===== config.mk =====
export PLATFORM = sky130hd
export DESIGN_NAME = uvs_div
export DESIGN_NICKNAME = d
export VERILOG_FILES = /design/src/hdl/uv_sphere_mesh_generator_core_defines.svh /design/src/hdl/uvs_pkg.sv /design/src/hdl/uvs_div.sv
export SDC_FILE = /design/constraint.sdc
export NUM_CORES = 2
export LEC_CHECK = 0
export ABC_AREA = 1
export BUFFER_PORTS_ARGS = -buffer_cell sky130_fd_sc_hd__buf_2
export CAP_MARGIN = 20
export CORE_MARGIN = 4
export CORE_UTILIZATION = 55
export CTS_CLUSTER_SIZE = 20
export DETAILED_ROUTE_END_ITERATION = 7
export GPL_TIMING_DRIVEN = 0
export HOLD_SLACK_MARGIN = 0.1
export PLACE_DENSITY = 0.84
export SETUP_SLACK_MARGIN = 0.5
export SLEW_MARGIN = 5
export SYNTH_ARGS = -nofsm -noshare
export SYNTH_HDL_FRONTEND = slang
export SYNTH_SLANG_ARGS = --single-unit
export TNS_END_PERCENT = 100

===== constraint.sdc =====
create_clock -name i_clk -period 23.4 [get_ports i_clk]
set_input_delay 4.68 -clock i_clk [delete_from_list [all_inputs] [get_ports i_clk]]
set_output_delay 4.68 -clock i_clk [all_outputs]
set_load 0.01 [all_outputs]

===== src/hdl/uv_sphere_mesh_generator_core_defines.svh =====
// Assertion macros shared by the sphere tessellator RTL.
// Depends on nothing; included by the top level.
`ifndef UV_SPHERE_MESH_GENERATOR_CORE_DEFINES_SVH
`define UV_SPHERE_MESH_GENERATOR_CORE_DEFINES_SVH

// Condition must hold in the same cycle as the trigger.
`define UVS_ASSERT_SAME(label, clk, rst_n, ante, cons) \
    label: assert property (@(posedge clk) disable iff (!rst_n) (ante) |-> (cons)) \
        else $error("uvs: same-cycle check failed");

// Condition must hold in the cycle after the trigger.
`define UVS_ASSERT_NEXT(label, clk, rst_n, ante, cons) \
    label: assert property (@(posedge clk) disable iff (!rst_n) (ante) |=> (cons)) \
        else $error("uvs: next-cycle check failed");

`endif


===== src/hdl/uvs_pkg.sv =====
// Shared types, constants and arithmetic helpers of the sphere tessellator.
// Depends on nothing; used by every module of the block.
package uvs_pkg;

    localparam int MAX_DIVISIONS_DEF = 128;
    localparam int CORDIC_STAGES_DEF = 16;
    localparam int ARC_LEN           = 24;

    // Long division of the phase dividends: 40 quotient bits, 8 per stage.
    localparam int DIV_BITS   = 40;
    localparam int DIV_STEPS  = 8;
    localparam int DIV_STAGES = DIV_BITS / DIV_STEPS;

    localparam logic signed [31:0] CORDIC_GAIN = 32'sd652032874;

    // Command codes.
    localparam logic CMD_VERTEX = 1'b0;
    localparam logic CMD_CELL   = 1'b1;

    // Register indexes on the configuration port.
    localparam logic [1:0] REG_RADIUS  = 2'd0;
    localparam logic [1:0] REG_LAT_DIV = 2'd1;
    localparam logic [1:0] REG_LON_DIV = 2'd2;

    // Side information that travels with an item down the pipeline.
    typedef struct packed {
        logic        is_cell;
        logic        oor;
        logic [14:0] index;
        logic [14:0] index_nxt;
        logic [15:0] tex_u;
        logic [15:0] tex_v;
    } t_tag;

    // Partial long division: remainder and shifting dividend/quotient word.
    typedef struct packed {
        logic [7:0]          rem;
        logic [DIV_BITS-1:0] num;
    } t_div;

    // One CORDIC lane.
    typedef struct packed {
        logic               flip;
        logic signed [31:0] x;
        logic signed [31:0] y;
        logic signed [33:0] z;
    } t_cord;

    // Output corner slot of a cell item, one-hot.
    typedef enum logic [5:0] {
        CORNER_0 = 6'b000001,
        CORNER_1 = 6'b000010,
        CORNER_2 = 6'b000100,
        CORNER_3 = 6'b001000,
        CORNER_4 = 6'b010000,
        CORNER_5 = 6'b100000
    } t_corner;

    // Arctangent table, 2^32 per turn.
    function automatic logic [31:0] arc_q32(input int i);
        logic [31:0] v;
        case (i)
            0:       v = 32'h20000000;
            1:       v = 32'h12E4051E;
            2:       v = 32'h09FB385B;
            3:       v = 32'h051111D4;
            4:       v = 32'h028B0D43;
            5:       v = 32'h0145D7E1;
            6:       v = 32'h00A2F61E;
            7:       v = 32'h00517C55;
            8:       v = 32'h0028BE53;
            9:       v = 32'h00145F2F;
            10:      v = 32'h000A2F98;
            11:      v = 32'h000517CC;
            12:      v = 32'h00028BE6;
            13:      v = 32'h000145F3;
            14:      v = 32'h0000A2FA;
            15:      v = 32'h0000517D;
            16:      v = 32'h000028BE;
            17:      v = 32'h0000145F;
            18:      v = 32'h00000A30;
            19:      v = 32'h00000518;
            20:      v = 32'h0000028C;
            21:      v = 32'h00000146;
            22:      v = 32'h000000A3;
            23:      v = 32'h00000051;
            default: v = '0;
        endcase
        return v;
    endfunction

    // DIV_STEPS restoring division steps on a narrow remainder.
    function automatic t_div div_chunk(input t_div a, input logic [7:0] d);
        logic [8:0] r;
        t_div       v;
        v = a;
        for (int k = 0; k < DIV_STEPS; k++) begin
            r = {v.rem, v.num[DIV_BITS-1]};
            v.num = {v.num[DIV_BITS-2:0], 1'b0};
            if (r >= {1'b0, d}) begin
                r = r - {1'b0, d};
                v.num[0] = 1'b1;
            end
            v.rem = r[7:0];
        end
        return v;
    endfunction

    // Fold the phase into the right half plane and set the start vector.
    function automatic t_cord cord_prep(input logic [31:0] phase);
        logic [31:0] q;
        t_cord       v;
        q = phase + 32'h40000000;
        v.flip = q[31];
        v.x    = CORDIC_GAIN;
        v.y    = '0;
        v.z    = $signed({3'b000, q[30:0]}) - 34'sh040000000;
        return v;
    endfunction

    // One rotation step.
    function automatic t_cord cord_iter(input t_cord a, input int i);
        logic signed [31:0] dx;
        logic signed [31:0] dy;
        logic signed [33:0] at;
        t_cord              v;
        v  = a;
        dx = a.y >>> i;
        dy = a.x >>> i;
        at = $signed({2'b00, arc_q32(i)});
        if (!a.z[33]) begin
            v.x = a.x - dx;
            v.y = a.y + dy;
            v.z = a.z - at;
        end else begin
            v.x = a.x + dx;
            v.y = a.y - dy;
            v.z = a.z + at;
        end
        return v;
    endfunction

endpackage


===== src/hdl/uvs_div.sv =====
// Pipelined long divider for the theta and phi phases, two lanes side by side.
// Depends on uvs_pkg (t_div, t_tag, div_chunk).
module uvs_div (
    input  logic                        i_clk,
    input  logic                        i_rst_n,
    input  logic                        i_en,
    input  logic                        i_valid,
    input  uvs_pkg::t_tag               i_tag,
    input  logic [uvs_pkg::DIV_BITS-1:0] i_num_a,
    input  logic [7:0]                  i_den_a,
    input  logic [uvs_pkg::DIV_BITS-1:0] i_num_b,
    input  logic [7:0]                  i_den_b,
    output logic                        o_valid,
    output uvs_pkg::t_tag               o_tag,
    output logic [uvs_pkg::DIV_BITS-1:0] o_quot_a,
    output logic [uvs_pkg::DIV_BITS-1:0] o_quot_b
);

    localparam int NS = uvs_pkg::DIV_STAGES;

    logic [NS-1:0]  r_vld;
    uvs_pkg::t_div  r_a     [NS];
    uvs_pkg::t_div  r_b     [NS];
    logic [7:0]     r_den_a [NS];
    logic [7:0]     r_den_b [NS];
    uvs_pkg::t_tag  r_tag   [NS];

    // Valid bits advance with the stages.
    always_ff @(posedge i_clk) begin
        if (!i_rst_n) begin
            r_vld <= '0;
        end else if (i_en) begin
            r_vld <= {r_vld[NS-2:0], i_valid};
        end
    end

    // Each stage resolves DIV_STEPS quotient bits of both lanes.
    always_ff @(posedge i_clk) begin
        if (i_en) begin
            r_a[0]     <= uvs_pkg::div_chunk(uvs_pkg::t_div'{rem: '0, num: i_num_a}, i_den_a);
            r_b[0]     <= uvs_pkg::div_chunk(uvs_pkg::t_div'{rem: '0, num: i_num_b}, i_den_b);
            r_den_a[0] <= i_den_a;
            r_den_b[0] <= i_den_b;
            r_tag[0]   <= i_tag;
            for (int s = 1; s < NS; s++) begin
                r_a[s]     <= uvs_pkg::div_chunk(r_a[s-1], r_den_a[s-1]);
                r_b[s]     <= uvs_pkg::div_chunk(r_b[s-1], r_den_b[s-1]);
                r_den_a[s] <= r_den_a[s-1];
                r_den_b[s] <= r_den_b[s-1];
                r_tag[s]   <= r_tag[s-1];
            end
        end
    end

    assign o_valid  = r_vld[NS-1];
    assign o_tag    = r_tag[NS-1];
    assign o_quot_a = r_a[NS-1].num;
    assign o_quot_b = r_b[NS-1].num;

endmodule


# Word-level counts from Yosys, hierarchy flattened
# Memory sizes are Yosys's and may differ from the RTL's.
# Cells that the tools add are included.
[op_classes]
n_addsub = 80
magnitude_cmp = 80
muxes = 322
[ops]
columns = ["operator", "count"]
rows = [
  ["two-way mux 8 bit", 160],
  ["greater-or-equal comparator 9 x 8 -> 1 bit", 78],
  ["subtractor 8 bit", 78],
  ["two-way mux 1 bit", 162],
  ["greater-or-equal comparator 1 x 8 -> 1 bit", 2],
  ["subtractor 1 x 8 -> 8 bit", 2],
]
[totals]
regBits = 5
ramBits = 880
inputBits = 164
out_inout_bits = 145
wordCells = 488
n_memories = 5
[memory_table]
columns = ["memory", "depth", "word_bits", "rd", "rd_clocked_by_memory_dff", "write_ports", "line_no", "source"]
rows = [
  ["r_tag", 5, 64, 5, 0, 5, "uvs_div.sv:26", "uvs_pkg::t_tag r_tag [NS];"],
  ["r_a", 5, 48, 5, 0, 5, "uvs_div.sv:22", "uvs_pkg::t_div r_a [NS];"],
  ["r_b", 5, 48, 5, 0, 5, "uvs_div.sv:23", "uvs_pkg::t_div r_b [NS];"],
  ["r_den_a", 5, 8, 4, 0, 5, "uvs_div.sv:24", "logic [7:0] r_den_a [NS];"],
  ["r_den_b", 5, 8, 4, 0, 5, "uvs_div.sv:25", "logic [7:0] r_den_b [NS];"],
]

# Longest topological paths before layout
# An unclocked memory read counts as a cell.
[logic_depth]
depth_word = 25
depth_mapped = 114
depth_no_buf = 109

# Worst setup path after synthesis
# Ideal clock, no wire load.
[synth_timing]
kind = "input port to flip-flop"
startpoint = "in i_den_b[1]"
endpoint = "mem r_b[0][42] in the netlist's numbering, data pin"
setup_time_ns = 0.254
t_arrival_ns = 17.587
required_time_ns = 23.146
slack_ns = 5.559
stages = 99
path_buffers = 4
path_cell_list = "inv_1 ha_1 a21oi_1 nor2_2 inv_1 or2_2 o21a_1 inv_1 ha_1 nand2_1 o21ai_1 nand2_1 nand2_1 nand2_1 inv_1 nor2_2 or2_2 o21ai_0 [... 63 more ...] buf_4 nand2_1 o21ai_1 ha_1 a21oi_1 nand2_1 a21oi_1 inv_1 a21oi_1 nor2_1 nor2_1 inv_1 a21oi_1 inv_1 a211oi_1 nand2_2 nand2_1 nand2_1"
[synth_lines]
columns = ["element", "line_no", "source"]
rows = [
  ["start, declared", "uvs_div.sv:12", "input logic [7:0] i_den_b,"],
  ["end, declared", "uvs_div.sv:23", ""],
]

==> impl_metrics.csv <==
group,metric,value,unit
clock_tree,root_buffer,"clkbuf_16",
yosys,synth_mux_area_share,0.0347,%
clock_tree,cts_tree,"yes",
route,wl,133000,um
critical_path,required,23.81,ns
outcome,status,"finished, final reports clean",
sta,setup_viol,0,
yosys,yosys-top-cells-count,"nand2_1 (1,379), inv_1 (1,084), edfxtp_1 (848)",
critical_path,crit_type,"input pin to flop",
sta,maxSlewViolCount,0,
yosys,ys_top_cells_by_area,"edfxtp_1 (42%), ha_1 (13%), nand2_1 (8.4%)",
yosys,yosysSeqAreaShare,41.7,%
sta,setup_ws,3.16,ns
route,drtIter0Drc,3189,
critical_path,r2r_setup_slack,5.29,ns
yosys,synth_area_leader_cell,"edfxtp_1",
placed_design,port_buffers,308,
critical_path,max_stage_delay,0.81,ns
floorplan,core-area,111000,sq um
clock_tree,cts_sinks,853,
critical_path,worstSetupStartpointType,"input pin",
placed_design,place_ws,2.79,ns
yosys,yosys.cell_types.count,62,
global_route,grt_pass1_vias,45000,
sta,finalClockSkew,0.0309,ns
critical_path,crit_arrival,20.64,ns
global_route,track_usage,22.5,%
critical_path,r2r-end,"r_a[0][137]$_DFFE_PP_",
route,ant_nets,0,
clock_tree,htreeDepth,3,
route,vias_per_cell,5.30,
yosys,yosys.area.top_type_share,41.5,%
layout,area.growth.synth_to_final,11.0,%
layout,postLayoutCoreUtil,61.5,%
layout,final_cells,8729,
sta,tns,0,ns
floorplan,chipHeight,342,um
yosys,synth_fa_ha_area_share,15.3,%
yosys,syn-num-nets,7615,
yosys,syn_area,61300,sq um
yosys,yosys_warnings,0,
sta,fmax,49.4,MHz
worst_hold_path,holdPathEnd,"r_b[0][157]$_DFFE_PP_",
clock_tree,cts_buffers,92,
global_route,overflow,0,
yosys,synth_most_common_cell,"nand2_1",
worst_hold_path,hp-class,"flop to flop",
yosys,async_reset_ff_share,0,%
sta,post-route-period-util,86.5,%
placed_design,place_inst,8550,
floorplan,num_rows,122,
layout,drive_above_1_share,13.9,%
layout,nNetsFinal,8026,
clock_tree,path_clk_slew,0.06,ns
clock_tree,clock_latency,0.66,ns
floorplan,fp.dieW,342,um
yosys,synth_top_family_by_area,"simple AND/OR/NAND/NOR gates",
floorplan,dieArea,117000,sq um
worst_hold_path,min_path_cells,0,
yosys,synth_compound_area_share,9.58,%
route,vias,46200,
critical_path,rr_worst_depth,103,
placed_design,dp_hpwl,101000,um
sta,worst_pin_slew,1.06,ns
global_route,grt_pass1_wl,218000,um
yosys,synthSimpleGateAreaFrac,18.4,%
global_route,grt_max_degree,122,
yosys,synthCells,6747,
global_route,antenna_found_initial,6,
clock_tree,holdBufCountCts,0,
sta,rsz0062_at_grt,"no",
floorplan,initial_core_util,55.4,%
sta,finalHoldViolCount,0,
critical_path,crit_fanout,13,
sta,maxSlewHeadroom,28.8,%
sta,period_minus_slack,20.24,ns
route,drcViolationCount,0,
critical_path,critPathSlowestCell,"a211oi_1",
yosys,synthFlopType,"edfxtp_1",
yosys,synth_edf_count,848,
yosys,syn_area_per_cell,9.09,sq um
clock_tree,clock_tree.buffer_depth,3,
critical_path,path_common_cell,"nand2_1",
critical_path,r2r-start,"r_den_a[0][9]$_DFFE_PP_",
route,wl_per_cell,15.3,um
worst_hold_path,hp-start,"r_b[0][101]$_DFFE_PP_",
yosys,ys_seq_elements,853,
yosys,synth_xor_area_share,5.51,%
placed_design,gp_congestion,0.937,
critical_path,endpoint_kind,"flop",
clock_tree,postCtsSetupBuffers,0,
route,drtPass1Iterations,6,
floorplan,io_pins,309,
clock_tree,cts-resized-gates,0,
run,cap_violations,0,
## registers in the layout, summed over array words and instances, names as in the netlist
register,count
r_den_b,32
r_den_a,32
r_tag,320
r_b,232
r_vld,5
r_a,232
## critical path, delay by kind of cell
kind	cells	cell delay, ns
fa+ha+maj	8	2.46
compound gates	34	6.87
simple gates	36	4.06
buf+inv	20	2.55
## stage by stage
| step | cell area (sq um) | hold WS (ns) |
|---|---|---|
| 4_1_cts | 68100 | 0.397 |
| 3_3_place_gp | 64700 | 0.400 |
| 3_5_place_dp | 64900 | 0.405 |
| 2_1_floorplan | 61300 | 0.400 |
| 5_1_grt | 68100 | 0.411 |
| 6_report | 68100 | 0.403 |
## how the worst max path moves through the flow
stage / start / cells past startpoint / to
finish: i_den_b[1] / 98 / r_b[0][46]$_DFFE_PP_
floorplan: i_den_b[1] / 99 / r_b[0][42]$_DFFE_PP_
global route: i_den_b[1] / 100 / r_b[0][45]$_DFFE_PP_
detailed placement: i_den_b[1] / 99 / r_b[0][46]$_DFFE_PP_
CTS: i_den_b[1] / 99 / r_b[0][46]$_DFFE_PP_
global placement: i_den_b[1] / 99 / r_b[0][47]$_DFFE_PP_
## metal layers
layer  up-vias  wire length (um)  GRT usage, %
met5         -                13             0
met4         2              4420          7.82
met3       301              6460          2.89
met2      1124             65700          40.0
met1     21400             56800          28.2
li1      23400                 -             -
## layout by cell type (no fill, tap or decap), drive strengths merged, types with 48 or more instances in the layout
cell type     n
a21oi       439
buf         520
clkbuf      106
edfxtp      848
fa           76
ha          628
inv        1128
nand2      1461
nand3       369
nand4        69
nor2        358
nor3         53
o21ai       406
o21bai       48
or2          49
xnor2        92
xor2        294
## final cells by class
cell class,instances,area (sq um)
buffer,203,1600
clock inverter,67,742
inverter,1119,4210
fill,8971,42600
sequential,853,25600
timing repair buffer,317,1750
antenna,4,10.0
tap,1488,1860
multi-input combinational,4572,29900
clock buffer,106,2400
## cell families after synthesis
kind of cell,Yosys count
AOI/OAI and AO/OA,1028
xor gates and xnor gates,386
adders and majority gates,704
buffers and inverters,1322
DFF,853
muxes,2
and+or+nand+nor,2452
Power is left out: the tool's default activity adds up to more than one toggle a clock period on the data nets, which glitch-free logic cannot reach.
